==> src/rtl/lifo_stack_with_status_defines.svh <==
// Assertion macros shared by the stack RTL.
`ifndef LIFO_STACK_WITH_STATUS_DEFINES_SVH
`define LIFO_STACK_WITH_STATUS_DEFINES_SVH

`ifndef ASSERT_OFF
// Same-cycle implication, disabled during reset.
`define LSS_ASSERT_IMP(label, clk, rst_n, ante, cons) \
    label: assert property (@(posedge clk) disable iff (!rst_n) (ante) |-> (cons)) \
        else $error("assertion failed");
// Next-cycle implication, disabled during reset.
`define LSS_ASSERT_NXT(label, clk, rst_n, ante, cons) \
    label: assert property (@(posedge clk) disable iff (!rst_n) (ante) |=> (cons)) \
        else $error("assertion failed");
`else
`define LSS_ASSERT_IMP(label, clk, rst_n, ante, cons)
`define LSS_ASSERT_NXT(label, clk, rst_n, ante, cons)
`endif

`endif

==> src/rtl/lss_pkg.sv <==
// Shared types and constants for the LIFO stack.
package lss_pkg;

    localparam logic [2:0] FUNC_PEEK  = 3'd0;
    localparam logic [2:0] FUNC_PUSH  = 3'd1;
    localparam logic [2:0] FUNC_POP   = 3'd2;
    localparam logic [2:0] FUNC_DROP  = 3'd3;
    localparam logic [2:0] FUNC_CLEAR = 3'd4;

    localparam logic [1:0] STAT_EMPTY  = 2'd0;
    localparam logic [1:0] STAT_ONE    = 2'd1;
    localparam logic [1:0] STAT_NORMAL = 2'd2;
    localparam logic [1:0] STAT_OVER   = 2'd3;

    localparam int         APB_AW          = 3;
    localparam logic       REG_DEPTH_IDX   = 1'b0;
    localparam logic [6:0] DEPTH_IN_USE_RST = 7'd64;

    typedef struct packed {
        logic capture;
        logic exec;
    } lss_cmd_t;

endpackage

==> src/rtl/lifo_stack_with_status.sv <==
// LIFO data stack of 16-bit words with empty/one/normal/overflow status.
// Each transaction (peek, push, pop, drop, clear) runs as a capture step, with the
// registered read of the top entry from the stack memory, then an execute step to
// update pointer, status and memory and load the result. A new transaction is
// accepted once the previous result has been taken or is taken in the same cycle,
// and not while one is executing. The memory is not cleared at reset; only entries
// that were pushed are ever returned.
`include "lifo_stack_with_status_defines.svh"

module lifo_stack_with_status
    import lss_pkg::*;
#(
    parameter int DEPTH = 64
) (
    input  logic              clk,
    input  logic              rst_n,
    input  logic              psel,
    input  logic              penable,
    input  logic              pwrite,
    input  logic [APB_AW-1:0] paddr,
    input  logic [31:0]       pwdata,
    output logic [31:0]       prdata,
    output logic              pready,
    input  logic              in_valid,
    output logic              in_ready,
    input  logic [2:0]        func,
    input  logic [15:0]       push_value,
    output logic              out_valid,
    input  logic              out_ready,
    output logic [15:0]       top_value,
    output logic [1:0]        stack_status,
    output logic [5:0]        top_index
);

    lss_cmd_t   cmd;
    logic       cfg_we;
    logic [6:0] depth_in_use;
    logic       status_low;

    assign pready = 1'b1;
    assign cfg_we = psel && penable && pwrite && (paddr[2] == REG_DEPTH_IDX);
    assign prdata = (paddr[2] == REG_DEPTH_IDX) ? {25'd0, depth_in_use} : 32'd0;

    lss_ctrl u_ctrl (
        .clk       (clk),
        .rst_n     (rst_n),
        .in_valid  (in_valid),
        .in_ready  (in_ready),
        .out_valid (out_valid),
        .out_ready (out_ready),
        .cmd       (cmd)
    );

    lss_dp #(
        .DEPTH (DEPTH)
    ) u_dp (
        .clk          (clk),
        .rst_n        (rst_n),
        .cmd          (cmd),
        .func         (func),
        .push_value   (push_value),
        .cfg_we       (cfg_we),
        .cfg_wdata    (pwdata[6:0]),
        .depth_in_use (depth_in_use),
        .top_value    (top_value),
        .stack_status (stack_status),
        .top_index    (top_index)
    );

    assign status_low = (stack_status == STAT_EMPTY) || (stack_status == STAT_ONE);

    `LSS_ASSERT_NXT(a_accept_clears_out, clk, rst_n, in_valid && in_ready, !out_valid)
    `LSS_ASSERT_NXT(a_exec_gives_out, clk, rst_n, in_valid && in_ready, ##1 out_valid)
    `LSS_ASSERT_IMP(a_low_status_idx0, clk, rst_n, status_low, top_index == 6'd0)

endmodule

==> src/rtl/lss_ram.sv <==
// Generic single-write, single-read RAM with registered read data.
module lss_ram #(
    parameter int WIDTH = 16,
    parameter int DEPTH = 64
) (
    input  logic                     clk,
    input  logic                     we,
    input  logic [$clog2(DEPTH)-1:0] waddr,
    input  logic [WIDTH-1:0]         wdata,
    input  logic                     re,
    input  logic [$clog2(DEPTH)-1:0] raddr,
    output logic [WIDTH-1:0]         rdata
);

    logic [WIDTH-1:0] mem [DEPTH];
    logic [WIDTH-1:0] rdata_reg;

    always_ff @(posedge clk)
    begin
        if (we)
        begin
            mem[waddr] <= wdata;
        end
        if (re)
        begin
            rdata_reg <= mem[raddr];
        end
    end

    assign rdata = rdata_reg;

endmodule

==> src/rtl/lss_ctrl.sv <==
// Transaction controller: input capture, execute step and output valid.
module lss_ctrl
    import lss_pkg::*;
(
    input  logic     clk,
    input  logic     rst_n,
    input  logic     in_valid,
    output logic     in_ready,
    output logic     out_valid,
    input  logic     out_ready,
    output lss_cmd_t cmd
);

    localparam logic S_IDLE = 1'b0;
    localparam logic S_EXEC = 1'b1;

    logic state_reg, state_next;
    logic out_valid_reg, out_valid_next;

    assign in_ready    = (state_reg == S_IDLE) && (!out_valid_reg || out_ready);
    assign cmd.capture = in_valid && in_ready;
    assign cmd.exec    = (state_reg == S_EXEC);
    assign out_valid   = out_valid_reg;

    always_comb
    begin
        state_next = state_reg;
        unique case (state_reg)
            S_IDLE:
            begin
                if (cmd.capture)
                begin
                    state_next = S_EXEC;
                end
            end
            S_EXEC:
            begin
                state_next = S_IDLE;
            end
            default:
            begin
                state_next = S_IDLE;
            end
        endcase
    end

    always_comb
    begin
        out_valid_next = out_valid_reg;
        if (cmd.exec)
        begin
            out_valid_next = 1'b1;
        end
        else if (out_ready)
        begin
            out_valid_next = 1'b0;
        end
    end

    always_ff @(posedge clk or negedge rst_n)
    begin
        if (!rst_n)
        begin
            state_reg     <= S_IDLE;
            out_valid_reg <= 1'b0;
        end
        else
        begin
            state_reg     <= state_next;
            out_valid_reg <= out_valid_next;
        end
    end

endmodule

==> src/rtl/lss_dp.sv <==
// Stack datapath: pointer, status, depth register and entry memory.
module lss_dp
    import lss_pkg::*;
#(
    parameter int DEPTH = 64
) (
    input  logic        clk,
    input  logic        rst_n,
    input  lss_cmd_t    cmd,
    input  logic [2:0]  func,
    input  logic [15:0] push_value,
    input  logic        cfg_we,
    input  logic [6:0]  cfg_wdata,
    output logic [6:0]  depth_in_use,
    output logic [15:0] top_value,
    output logic [1:0]  stack_status,
    output logic [5:0]  top_index
);

    localparam int PW   = $clog2(DEPTH);
    localparam int CW   = (PW + 1 > 7) ? PW + 1 : 7;
    localparam int IDXW = 6;

    logic [2:0]    func_reg;
    logic [15:0]   value_reg;
    logic [6:0]    depth_reg;
    logic [PW-1:0] top_ptr_reg, top_ptr_next;
    logic [1:0]    status_reg, status_next;
    logic [15:0]   top_value_reg, top_value_next;

    logic [15:0]   rdata;
    logic [15:0]   top_word;
    logic [CW-1:0] depth_ext;
    logic [CW-1:0] cap;
    logic          room;
    logic          we;
    logic [PW-1:0] waddr;
    logic [IDXW+PW-1:0] idx_ext;

    lss_ram #(
        .WIDTH (16),
        .DEPTH (DEPTH)
    ) u_ram (
        .clk   (clk),
        .we    (we),
        .waddr (waddr),
        .wdata (value_reg),
        .re    (cmd.capture),
        .raddr (top_ptr_reg),
        .rdata (rdata)
    );

    assign depth_ext = CW'(depth_reg);
    assign cap = (depth_reg == 7'd0)     ? CW'(1) :
                 (depth_ext > CW'(DEPTH)) ? CW'(DEPTH) : depth_ext;
    assign room = (CW'(top_ptr_reg) + CW'(1)) < cap;
    assign top_word = (status_reg == STAT_EMPTY) ? 16'd0 : rdata;

    always_comb
    begin
        top_ptr_next   = top_ptr_reg;
        status_next    = status_reg;
        top_value_next = 16'd0;
        we             = 1'b0;
        waddr          = top_ptr_reg;
        unique case (func_reg)
            FUNC_PEEK:
            begin
                top_value_next = top_word;
            end
            FUNC_PUSH:
            begin
                if (!room)
                begin
                    status_next = STAT_OVER;
                end
                else if (status_reg == STAT_EMPTY)
                begin
                    status_next = STAT_ONE;
                    we          = 1'b1;
                end
                else
                begin
                    status_next  = STAT_NORMAL;
                    top_ptr_next = top_ptr_reg + PW'(1);
                    waddr        = top_ptr_reg + PW'(1);
                    we           = 1'b1;
                end
            end
            FUNC_POP, FUNC_DROP:
            begin
                if (func_reg == FUNC_POP)
                begin
                    top_value_next = top_word;
                end
                if (status_reg != STAT_EMPTY)
                begin
                    if (top_ptr_reg == '0)
                    begin
                        status_next = STAT_EMPTY;
                    end
                    else
                    begin
                        status_next  = (top_ptr_reg == PW'(1)) ? STAT_ONE : STAT_NORMAL;
                        top_ptr_next = top_ptr_reg - PW'(1);
                    end
                end
            end
            FUNC_CLEAR:
            begin
                top_ptr_next = '0;
                status_next  = STAT_EMPTY;
            end
            default:
            begin
                top_value_next = 16'd0;
            end
        endcase
        if (!cmd.exec)
        begin
            we = 1'b0;
        end
    end

    always_ff @(posedge clk)
    begin
        if (cmd.capture)
        begin
            func_reg  <= func;
            value_reg <= push_value;
        end
        if (cmd.exec)
        begin
            top_value_reg <= top_value_next;
        end
    end

    always_ff @(posedge clk or negedge rst_n)
    begin
        if (!rst_n)
        begin
            top_ptr_reg <= '0;
            status_reg  <= STAT_EMPTY;
            depth_reg   <= DEPTH_IN_USE_RST;
        end
        else
        begin
            if (cmd.exec)
            begin
                top_ptr_reg <= top_ptr_next;
                status_reg  <= status_next;
            end
            if (cfg_we)
            begin
                depth_reg <= cfg_wdata;
            end
        end
    end

    assign idx_ext      = {{IDXW{1'b0}}, top_ptr_reg};
    assign top_index    = idx_ext[IDXW-1:0];
    assign stack_status = status_reg;
    assign top_value    = top_value_reg;
    assign depth_in_use = depth_reg;

endmodule
==> config.mk <==
export PLATFORM = sky130hd
export DESIGN_NAME = lifo_stack_with_status
export DESIGN_NICKNAME = d
export VERILOG_FILES = /design/src/rtl/lss_pkg.sv /design/src/rtl/lifo_stack_with_status.sv /design/src/rtl/lss_ram.sv /design/src/rtl/lss_ctrl.sv /design/src/rtl/lss_dp.sv
export VERILOG_INCLUDE_DIRS = /design/src /design/src/rtl
export SDC_FILE = /design/constraint.sdc
export NUM_CORES = 1
export LEC_CHECK = 0
export BUFFER_PORTS_ARGS = -buffer_cell sky130_fd_sc_hd__buf_2
export CORE_MARGIN = 4
export CORE_UTILIZATION = 40
export DETAILED_ROUTE_END_ITERATION = 7
export PLACE_DENSITY = 0.65
export SYNTH_ARGS = -nofsm -noshare
export SYNTH_HDL_FRONTEND = slang
export SYNTH_SLANG_ARGS = --single-unit
==> constraint.sdc <==
create_clock -name clk -period 5.4 [get_ports clk]
set_input_delay 1.35 -clock clk [delete_from_list [all_inputs] [get_ports clk]]
set_output_delay 1.35 -clock clk [all_outputs]
set_load 0.02 [all_outputs]
==> results of run 1 <==
[Yosys cell counts, types with 2 or more instances]
library cell,number
or2_1,2
buf_4,30
buf_2,26
nand3_1,11
edfxtp_1,1075
o21ai_0,10
nor2_1,62
a211o_1,2
mux2_2,8
a31oi_1,2
a21oi_1,13
and3_1,2
buf_6,9
inv_1,9
a22oi_1,31
mux4_2,320
a41oi_1,2
nor3_1,9
or3_4,3
dfrtp_1,16
a32oi_1,3
or3_1,7
mux2i_2,2
clkbuf_1,47
a21o_1,2
nor4_1,22
xnor2_1,7
xor2_1,4
o21ai_2,2
nor3b_1,2
and2_1,20
o211ai_1,3
ha_1,9
nand2_1,32
buf_1,11
a211oi_1,2
conb_1,2
nor2b_1,14
nand2b_1,8
[path summary, 6_finish.rpt]
kind | start | endpoint | slack, ns | depth (start not counted)
worst max-delay path | u_dp.top_index[3] | u_dp.u_ram.mem[35][7] | 0.79 | 10
worst min-delay path | u_dp.u_ram.rdata[12] | u_dp.top_value[12] | 0.52 | 1
worst max register to register | u_dp.top_index[3] | u_dp.u_ram.mem[35][7] | 0.79 | 10
worst min register to register | u_dp.u_ram.rdata[12] | u_dp.top_value[12] | 0.52 | 1
max in group asynchronous | rst_n | u_dp.top_index[3] | 4.45 | 1
min in group asynchronous | rst_n | u_ctrl.state_reg | 0.61 | 1
[metal layers]
| layer | GRT usage, % | vias to the layer above |
|---|---|---|
| met5 | 0 | - |
| met4 | 5.846 | 0 |
| met3 | 3.042 | 127 |
| met2 | 28.79 | 871 |
| met1 | 22.54 | 10600 |
| li1 | - | 8197 |
[layout make-up]
cell class,count,share of cell area (%)
clock inverter,72,1.391
inverter,10,0.08276
timing repair buffer,169,2.385
tap,1391,3.597
sequential,1092,67.63
clock buffer,120,5.591
multi-input combinational,655,19.32
[cells in the final DEF (no fill, tap or decap), drive strengths merged, types with 2 or more instances in the layout]
cell,Yosys,final
a211o,2,2
a211oi,2,2
a21o,2,2
a21oi,14,14
a22oi,31,31
a31oi,2,2
a32oi,3,3
a41oi,3,3
and2,20,20
and3,2,2
buf,76,169
bufinv,0,11
clkbuf,47,120
clkinv,1,52
clkinvlp,0,7
conb,2,26
dfrtp,16,16
edfxtp,1075,1075
ha,9,9
inv,9,12
mux2,8,8
mux2i,2,2
mux4,320,320
nand2,32,32
nand2b,8,8
nand3,11,11
nor2,62,62
nor2b,14,14
nor3,9,9
nor3b,2,2
nor4,22,22
o211ai,3,3
o21ai,12,12
or2,4,4
or3,10,10
xnor2,7,7
xor2,4,4
[critical path, delay by kind of cell, from the launching register on]
family / cells / cell delay [ns]
adder cells (fa/ha/maj): 1 / 0.29
multiplexers: 1 / 0.80
flip-flops: 1 / 0.91
AND/OR/NAND/NOR: 4 / 1.17
AO/OA/AOI/OAI: 2 / 0.47
XOR/XNOR: 1 / 0.36
buffers and inverters: 1 / 0.29
[logic make-up (layout without fill, tap and decap cells)]
logic type / count (synthesis) / after routing / synth area share, %
multiplexers: 330 / 330 / 17.22
flip-flops: 1092 / 1092 / 76.88
AND/OR/NAND/NOR: 199 / 199 / 2.385
XOR/XNOR: 11 / 11 / 0.2264
buffers and inverters: 133 / 371 / 1.673
adder cells (fa/ha/maj): 9 / 9 / 0.2647
AO/OA/AOI/OAI: 80 / 80 / 1.338
other: 2 / 26 / 0.01765
[metrics by stage]
| stage | utilization (%) | area [um2] | cells | setup slack, ns |
|---|---|---|---|---|
| after global placement | 42.69 | 45000 | 3317 | 1.003 |
| after detailed placement | 42.69 | 45000 | 3317 | 0.8900 |
| after CTS | 45.89 | 48380 | 3509 | 0.8558 |
| final | 45.89 | 48380 | 3509 | 0.7906 |
| after global routing | 45.89 | 48380 | 3509 | 0.5571 |
| after floorplan | - | 42630 | 1880 | 0.02362 |
[power breakdown]
| part | switching, uW | internal [uW] | leakage (uW) |
|---|---|---|---|
| Combinational | 3000 | 2600 | 0.00351 |
| Clock | 3050 | 4110 | 0.00163 |
| Sequential | 136 | 9540 | 0.00989 |
| Total | 6180 | 16200 | 0.0150 |
==> metrics.md, run 1 <==
| Metric | Value |
|---|---|
| Result of the run | `finished, final reports clean` |
| Total number of placement rows | `119` |
| Overall routed net length | `94.91 mm` |
| Met2 WL | `between 40 and 50 mm` |
| Vertical extent of the die | `between 300 and 400 um` |
| Wire length on met3 | `about 7 mm` |
| Peak Freq | `roughly 220 MHz` |
| M1 wire length | `36.79 mm` |
| Area enclosed by the die boundary | `between 100000 and 150000 um2` |
| Starting Density | `between 40% and 50%` |
| Top post-synthesis cells by area | `edfxtp_1 76%, mux4_2 17%, dfrtp_1 0.94%, a22oi_1 0.55%, nor2_1 0.55%` |
| Fillcell total | `8570` |
| Reported max-cap violation count | `0` |
| Count of nets after finishing | `2102` |
| Final hold slack | `~0.52 ns` |
| Overall via count from detail_route | `~20000` |
| Data arrival time of the critical path | `around 5.0 ns` |
| Final Critical Period | `roughly 4.6 ns` |
| Overflow after GRT | `0` |
| Clock transition at the registers of the reported paths | `about 0.06 ns` |
| Flop and latch count out of synthesis | `1092` |
| Area leader, netlist | `edfxtp_1` |
| Via density per instance | `between 5 and 6` |
| Final count of negative-setup-slack endpoints | `0` |
| CTS tree | `built` |
| Initial antenna violation count | `1` |
| Number of pins with negative max-slew slack in the final report | `0` |
| CTS max path bufs | `3` |
| Hpwl dp | `approximately 52 mm` |
| Final setup skew | `around 0.023 ns` |
| Clock network latency to the later pin of the worst-skew pair | `approximately 0.67 ns` |
| Share of flip-flops with an asynchronous set or reset | `1.557%` |
| Kind of critical path | `flip-flop to flip-flop` |
| Worst Hold Class | `flip-flop to flip-flop` |
| X dimension of the die | `334.1 um` |
| Leakage | `about 0.015 uW` |
| Weighted congestion reported at the end of routability-driven placement | `approximately 0.85` |
| IR drop worst, VDD | `roughly 0.4 mV` |
| Clock root buffer | `clkbuf_16` |
| Total global-route track usage | `approximately 17%` |
| Floorplan core area | `105400 um2` |
| Largest stage delay on the critical path | `0.91 ns` |
| Post-synthesis area per instance | `between 20 and 25 um2` |
| Required @ worst endpoint | `just under 6 ns` |
| Largest reg by FF count | `u_dp.u_ram.mem` |
| Netlist area before placement | `~43000 um2` |
| Element type at the critical path start | `flip-flop` |
| Highest signal layer in the routed design | `met4` |
| Most used flip-flop cell after synthesis | `edfxtp_1` |
| Proportion of layout cells with a drive suffix above 1 | `approximately a third` |
| Post-detailed-route count of antenna-violating nets | `0` |
| Sequential cell area in the final layout | `roughly 33000 um2` |
| Count of mapped cells out of synthesis | `1856` |
| Unrepaired setup endpoints after global routing | `false` |
| Count of final hold-check violations | `0` |
| Critical path cell sequence | `nand3_1 > xnor2_1 > ha_1 > o211ai_1 > and3_1 > o21ai_2 > or2_1 > mux2i_2 > nor4_2 > buf_4` |
| Portion of the post-synthesis area used by sequential elements | `between 70% and 80%` |
| Top-level port count | `between 100 and 150` |
| Port buffer count | `between 60 and 70` |
| Count of antenna diodes in the layout | `0` |
| Yosys warns | `0` |
| Number of flip-flops under the largest register name | `slightly above 1000` |
| Power density of the placed cells | `between 400 and 500 nW/um2` |
| Number of remaining DRC errors | `0` |
| Worst Tran Pin Value | `~1.2 ns` |
| Total power after layout | `22430 uW` |
| Max transition margin | `~20%` |
| Pin count of the biggest net entering global routing | `~130` |
| Number of global-route vias before repair | `between 20000 and 25000` |
| Setup fix buffers added after clock tree synthesis | `0` |
| Sum Neg Setup Slack | `0 ns` |
| CTS sink cnt | `1092` |
| Number of iterations in the first detailed-routing pass | `6` |
| Routed wire per std cell | `around 27 um` |
| # resized after CTS | `0` |
| Area fraction of the dominant cell type after synthesis | `between 70% and 80%` |
| Multi-input combinational cell area | `just over 9000 um2` |
| Slowest cell on the critical path | `dfrtp_4` |
| Count of flip-flops with a built-in enable after synthesis | `around 1100` |
| Number of H-tree levels | `3` |
| Hold_buf cts | `0` |
| Distinct cell type count after synthesis | `between 50 and 60` |
| Maximum fanout count along the critical path | `36` |
| Final critical-path share of the clock period | `85.36%` |
| CTS Buf Count | `~100` |
| DRT iter0 DRCs | `~2200` |
| Kind of end point of the critical path | `flip-flop` |
| Area growth from synthesis to layout | `13.71%` |
| First-pass GRT wire length | `139.1 mm` |
Power figures use the tool's default switching activity.
==> run 2: changes to the inputs <==
CTS_BUF_LIST = sky130_fd_sc_hd__clkbuf_8   (was unset)
PLACE_DENSITY = 0.63   (was 0.65)
TNS_END_PERCENT = 10   (was unset)
clock period = 5.5 ns   (was 5.4 ns; I/O delays follow)
==> run 2 against run 1 <==
Effect of this change:
- hold slack worse by 0.029 ns
- highest routed layer unchanged
- sequential power decreased by 1%
- via count up 0.88%
- die area stayed put
- combinational power is 3% lower
- first-iteration DRC count rose by 0.79%
- clock skew up 0.0030 ns
- global-route usage is 0.44 points higher
- non-clock buffer count down 2
- core utilization decreased by 0.36 points
==> metrics.md, run 2 (synthesized netlist as in run 1, its figures left out) <==
| Metric | Value |
|---|---|
| First-pass GRT wire length | `141.2 mm (+1.5%)` |
| Pin count of the biggest net entering global routing | `96 (-26%)` |
| # resized after CTS | `0 (unchanged)` |
| Weighted congestion reported at the end of routability-driven placement | `0.8588 (+0.89%)` |
| Routed wire per std cell | `27.01 um (-0.13%)` |
| Unrepaired setup endpoints after global routing | `false` |
| Reported max-cap violation count | `0 (unchanged)` |
| Overall routed net length | `97.76 mm (+3.0%)` |
| Result of the run | `finished, final reports clean` |
| Maximum fanout count along the critical path | `30 (-17%)` |
| Post-detailed-route count of antenna-violating nets | `0 (unchanged)` |
| Number of buffer and inverter stages on the critical path | `1 (unchanged)` |
| Initial antenna violation count | `1 (unchanged)` |
| Final Critical Period | `4.716 ns (+0.1066 ns)` |
| CTS Buf Count | `169 (+63%)` |
| Count of nets after finishing | `2165 (+3.0%)` |
| Sum Neg Setup Slack | `0 ns (unchanged)` |
| X dimension of the die | `334.1 um (unchanged)` |
| Hpwl dp | `52.83 mm (+1.4%)` |
| Final count of negative-setup-slack endpoints | `0 (unchanged)` |
| Number of pins with negative max-slew slack in the final report | `0 (unchanged)` |
| Area growth from synthesis to layout | `12.83%` |
| Starting Density | `40.36% (unchanged)` |
| Worst Tran Pin Value | `1.227 ns (+0.02535 ns)` |
| Largest stage delay on the critical path | `0.83 ns (-0.08 ns)` |
| Vertical extent of the die | `334.1 um (unchanged)` |
| Max transition margin | `18.17% (-1.7 points)` |
| Kind of critical path | `flip-flop to flip-flop` |
| Hold_buf cts | `0 (unchanged)` |
| Total global-route track usage | `17.49% (+0.44 points)` |
| Critical path cell sequence | `ha_1 > nand3_1 > xnor2_1 > ha_1 > a211o_1 > o211ai_1 > and3_1 > o21ai_2 > or2_1 > mux2i_2 > nor4_2 > buf_4` |
| Kind of end point of the critical path | `flip-flop` |
| Number of remaining DRC errors | `0 (unchanged)` |
| Crit path max-delay family | `simple AND/OR/NAND/NOR gates` |
| Overflow after GRT | `0 (unchanged)` |
| Worst Hold Class | `primary input to asynchronous set/reset pin` |
| Clock transition at the registers of the reported paths | `0.06 ns (about the same)` |
| Layout Cells excl Fill | `3619 (+3.1%)` |
| Post-layout util | `45.54% (-0.36 points)` |
| Fin area | `48000 um2 (-0.78%)` |
| Setup fix buffers added after clock tree synthesis | `0 (unchanged)` |
| Cell Area, Placed | `44970 um2 (about the same)` |
| Largest reg by FF count | `u_dp.u_ram.mem` |
| Total number of placement rows | `119 (unchanged)` |
| Proportion of layout cells with a drive suffix above 1 | `33.08% (+0.83 points)` |
| Number of iterations in the first detailed-routing pass | `6 (unchanged)` |
| Number of H-tree levels | `4 (+1)` |
| Data arrival time of the critical path | `5.24 ns (+0.25 ns)` |
| Most used cell, CP | `ha_1` |
| Multi-input combinational cell area | `9345 um2 (about the same)` |
| Final setup skew | `0.02558 ns (+0.002959 ns)` |
| CTS sink cnt | `1092 (unchanged)` |
| Clock network latency to the later pin of the worst-skew pair | `0.83 ns (+0.16 ns)` |
| Area enclosed by the die boundary | `111600 um2 (unchanged)` |
| IR drop worst, VDD | `0.4127 mV (+6.1%)` |
| CTS tree | `built` |
| Number of placed instances, taps included | `3315 (-0.060%)` |
| Leakage | `0.01511 uW (+0.55%)` |
| Power density of the placed cells | `439.0 nW/um2 (-5.3%)` |
| Count of final hold-check violations | `0 (unchanged)` |
| Top-level port count | `120 (unchanged)` |
| Peak Freq | `212.0 MHz (-2.3%)` |
| Sequential cell area in the final layout | `32720 um2 (unchanged)` |
| DRT iter0 DRCs | `2176 (+0.79%)` |
| Most frequent cells in the layout | `1075 x edfxtp_1, 320 x mux4_2, 169 x clkbuf_8` |
| Port buffer count | `66 (unchanged)` |
| Clock root buffer | `clkbuf_8` |
| Commonest non-fill, non-tap cell in the layout | `edfxtp_1` |
| Floorplan core area | `105400 um2 (unchanged)` |
| Fillcell total | `8727 (+1.8%)` |
| Overall via count from detail_route | `19970 (+0.88%)` |
| Required @ worst endpoint | `6.03 ns (+0.25 ns)` |
| Number of flip-flops under the largest register name | `1024 (unchanged)` |
| Via density per instance | `5.519 (-2.2%)` |
| Element type at the critical path start | `flip-flop` |
| Number of global-route vias before repair | `20700 (+3.1%)` |
| Final critical-path share of the clock period | `85.75% (+0.39 points)` |
| CTS max path bufs | `3 (unchanged)` |
| Slowest cell on the critical path | `mux2i_2` |
==> run 2: cell type report <==
type | count | area share, %
repair buffers | 167 | 2.346
well taps | 1391 | 3.626
clock inverters | 132 | 1.454
multi-input cells | 655 | 19.47
inverters | 10 | 0.08341
flip-flops and latches | 1092 | 68.16
diodes | 3 | 0.01564
clock buffers | 169 | 4.846
==> run 2: path summary, 6_finish.rpt <==
path | start | end | slack, ns | cells past startpoint
max | u_dp.top_index[1] | u_dp.u_ram.mem[35][4] | 0.78 | 12
min | rst_n | u_dp.top_index[5] | 0.49 | 1
max reg2reg | u_dp.top_index[1] | u_dp.u_ram.mem[35][4] | 0.78 | 12
min reg2reg | u_dp.u_ram.rdata[10] | u_dp.top_value[10] | 0.52 | 1
max in group asynchronous | rst_n | u_dp.top_index[1] | 4.67 | 1
min in group clk | u_dp.u_ram.rdata[10] | u_dp.top_value[10] | 0.52 | 1
==> run 2: worst reg2reg max path, cell delays in order (launching register included) <==
cell      delay [ns]
dfrtp_4         0.71
ha_1            0.38
nand3_1         0.33
xnor2_1         0.29
ha_1            0.28
a211o_1         0.29
o211ai_1        0.19
and3_1          0.24
o21ai_2         0.12
or2_1           0.31
mux2i_2         0.83
nor4_2          0.15
buf_4           0.30
==> run 2: where the power goes <==
group	switching (uW)	total, uW	leakage, uW	internal [uW]
Sequential	189	9560	0.00989	9370
Clock	3050	6120	0.00173	3060
Combinational	2860	5400	0.00349	2540
Total	6110	21100	0.0151	15000
==> run 2: metrics by stage <==
| stage | hold slack [ns] | power (uW) | worst slack (ns) |
|---|---|---|---|
| floorplan | 0.4940 | 13680 | 0.1236 |
| global placement | 0.5048 | 15120 | 0.8935 |
| detailed placement | 0.5064 | 15200 | 0.8838 |
| CTS | 0.4160 | 21310 | 0.8510 |
| global route | 0.4616 | 22010 | 0.5328 |
| finish | 0.4927 | 21070 | 0.7840 |
==> run 2: routing by layer <==
metal / part of all wire (%) / global-route usage (%)
met1: 40 / 22.97
met2: 50 / 28.60
met3: 7.8 / 4.387
met4: 2.8 / 6.290
met5: 0 / 0
==> run 3: changes to the inputs <==
clock period = 4.45 ns   (was 5.5 ns; I/O delays follow)
==> run 3 against run 2 <==
Effect of this change:
- count of clock-buffer cells in the layout increased by 7
- via count decreased by 0.39%
- core utilization increased by 0.47 points
- largest power group unchanged
- die area unchanged
- critical path type unchanged
- flip-flop and latch count unchanged
- wire length decreased by 3.7%
- sequential power increased by 23%
- setup slack got worse by 0.45 ns
- highest routed layer unchanged
==> metrics.md, run 3 (synthesized netlist as in run 1, its figures left out) <==
| Metric | Value |
|---|---|
| Power density of the placed cells | `544.7 nW/um2 (+24%)` |
| Multi-input combinational cell area | `9552 um2 (+2.2%)` |
| Number of iterations in the first detailed-routing pass | `6 (unchanged)` |
| Kind of end point of the critical path | `flip-flop` |
| Count of final hold-check violations | `0 (unchanged)` |
| IR drop worst, VDD | `0.4802 mV (+16%)` |
| Worst Tran Pin Value | `1.325 ns (+0.09776 ns)` |
| Initial antenna violation count | `2 (+1)` |
| Clock root buffer | `clkbuf_8` |
| Largest reg by FF count | `u_dp.u_ram.mem` |
| X dimension of the die | `334.1 um (unchanged)` |
| Weighted congestion reported at the end of routability-driven placement | `0.8598 (+0.12%)` |
| Final count of negative-setup-slack endpoints | `0 (unchanged)` |
| Count of nets after finishing | `2189 (+1.1%)` |
| Number of remaining DRC errors | `0 (unchanged)` |
| Area growth from synthesis to layout | `14.00%` |
| Starting Density | `40.36% (unchanged)` |
| CTS sink cnt | `1092 (unchanged)` |
| Source of the worst register-to-register timing path | `u_dp.top_index[0]` |
| Result of the run | `finished, final reports clean` |
| Hpwl dp | `52.61 mm (-0.42%)` |
| Fin area | `48500 um2 (+1.0%)` |
| Element type at the critical path start | `flip-flop` |
| Peak Freq | `243.2 MHz (+15%)` |
| Pin count of the biggest net entering global routing | `131 (+36%)` |
| Proportion of layout cells with a drive suffix above 1 | `34.16% (+1.1 points)` |
| Post-detailed-route count of antenna-violating nets | `0 (unchanged)` |
| Smallest setup slack after layout | `0.3386 ns (-0.4454 ns)` |
| Floorplan core area | `105400 um2 (unchanged)` |
| Overflow after GRT | `0 (unchanged)` |
| Clock transition at the registers of the reported paths | `0.06 ns (about the same)` |
| Fillcell total | `8673 (-0.62%)` |
| Total number of placement rows | `119 (unchanged)` |
| Number of flip-flops under the largest register name | `1024 (unchanged)` |
| Number of pins with negative max-slew slack in the final report | `0 (unchanged)` |
| Kind of critical path | `flip-flop to flip-flop` |
| Vertical extent of the die | `334.1 um (unchanged)` |
| Via density per instance | `5.460 (-1.1%)` |
| Final critical-path share of the clock period | `92.39% (+6.6 points)` |
| Max transition margin | `11.66% (-6.5 points)` |
| Overall routed net length | `94.13 mm (-3.7%)` |
| Data arrival time of the critical path | `4.57 ns (-0.67 ns)` |
| Overall via count from detail_route | `19900 (-0.39%)` |
| Number of global-route vias before repair | `20540 (-0.75%)` |
| Port buffer count | `66 (unchanged)` |
| Required @ worst endpoint | `4.91 ns (-1.12 ns)` |
| Setup Slack @ Placement | `0.2602 ns (-0.6235 ns)` |
| CTS Buf Count | `171 (+1.2%)` |
| Final setup skew | `0.03368 ns (+0.008099 ns)` |
| Total global-route track usage | `17.07% (-0.42 points)` |
| Area enclosed by the die boundary | `111600 um2 (unchanged)` |
| Reported max-cap violation count | `0 (unchanged)` |
| Sum Neg Setup Slack | `0 ns (unchanged)` |
| Number of H-tree levels | `4 (unchanged)` |
| Commonest non-fill, non-tap cell in the layout | `edfxtp_1` |
| Cell Area, Placed | `45370 um2 (+0.89%)` |
| Routed wire per std cell | `25.83 um (-4.4%)` |
| First-pass GRT wire length | `139.1 mm (-1.5%)` |
| Most frequent cells in the layout | `1075 x edfxtp_1, 320 x mux4_2, 176 x clkbuf_8` |
| Launching instance or port of the critical path | `u_dp.top_index[0]` |
| Top-level port count | `120 (unchanged)` |
| Final Critical Period | `4.111 ns (-0.6046 ns)` |
| Unrepaired setup endpoints after global routing | `false` |
| CTS tree | `built` |
| Sequential cell area in the final layout | `32720 um2 (unchanged)` |
| DRT iter0 DRCs | `2055 (-5.6%)` |
| Maximum fanout count along the critical path | `16 (-47%)` |
| CTS max path bufs | `3 (unchanged)` |
| Worst Hold Class | `primary input to asynchronous set/reset pin` |
| Leakage | `0.01540 uW (+1.9%)` |
| Clock network latency to the later pin of the worst-skew pair | `0.84 ns (about the same)` |
[run 3: metal layers]
layer  wire length, um  global-route usage [%]  up-vias
met1             39190                   23.37    10660
met4              2264                   5.422        0
li1                  -                       -     8391
met3              5752                   3.378      148
met2             46920                   27.88      698
met5                 0                       0        -
[run 3: final timing paths]
| check | to | slack (ns) | cells past startpoint |
|---|---|---|---|
| min in group clk | u_dp.value_reg[10] | 0.47 | 1 |
| max | u_dp.u_ram.mem[7][10] | 0.34 | 12 |
| max in group asynchronous | u_dp.top_index[3] | 3.88 | 1 |
| max reg2reg | u_dp.u_ram.mem[7][10] | 0.34 | 12 |
| min reg2reg | u_dp.top_value[2] | 0.53 | 1 |
| min | u_dp.top_index[0] | 0.23 | 1 |
[run 3: area by class of cell]
class                   count  area share [%]
diodes                      2         0.01032
clock buffers             176           4.994
clock inverters           129           1.432
inverters                  10         0.08255
multi-input cells         655           19.69
flip-flops and latches   1092           67.46
well taps                1391           3.588
repair buffers            189           2.740
[run 3: worst max-delay path, cell delays in order (launching register included)]
cell and delay, ns:
dfrtp_4 0.53, ha_1 0.23, nand3_1 0.16, xnor2_1 0.18, ha_1 0.31, a211o_1 0.31
o211ai_1 0.12, buf_4 0.18, o21ai_2 0.15, or3b_4 0.60, or3_1 0.49, nor2_1 0.14
buf_4 0.34
[run 3: through the flow]
step | std cells | hold slack (ns) | util (%) | power, uW
after floorplan | 1880 | 0.4940 | - | 17000
after global placement | 3337 | 0.5059 | 43.04 | 18980
after detailed placement | 3337 | 0.5132 | 43.04 | 19080
after CTS | 3642 | 0.1345 | 46.00 | 26780
after global routing | 3643 | 0.1774 | 46.01 | 27640
final | 3644 | 0.2259 | 46.01 | 26420
[run 3: what timing repair did]
action                                  CTS  global route
setup buffers                             0             0
endpoints found under the setup margin    0             7
resized for setup                         0             1
hold buffers                              0             0
[run 3: report_power, final]
| part | internal [uW] | total [uW] | leakage [uW] | switching [uW] |
|---|---|---|---|---|
| registers | 11600 | 11800 | 0.00989 | 173 |
| logic | 3230 | 6990 | 0.00373 | 3770 |
| clock network | 3880 | 7670 | 0.00178 | 3790 |
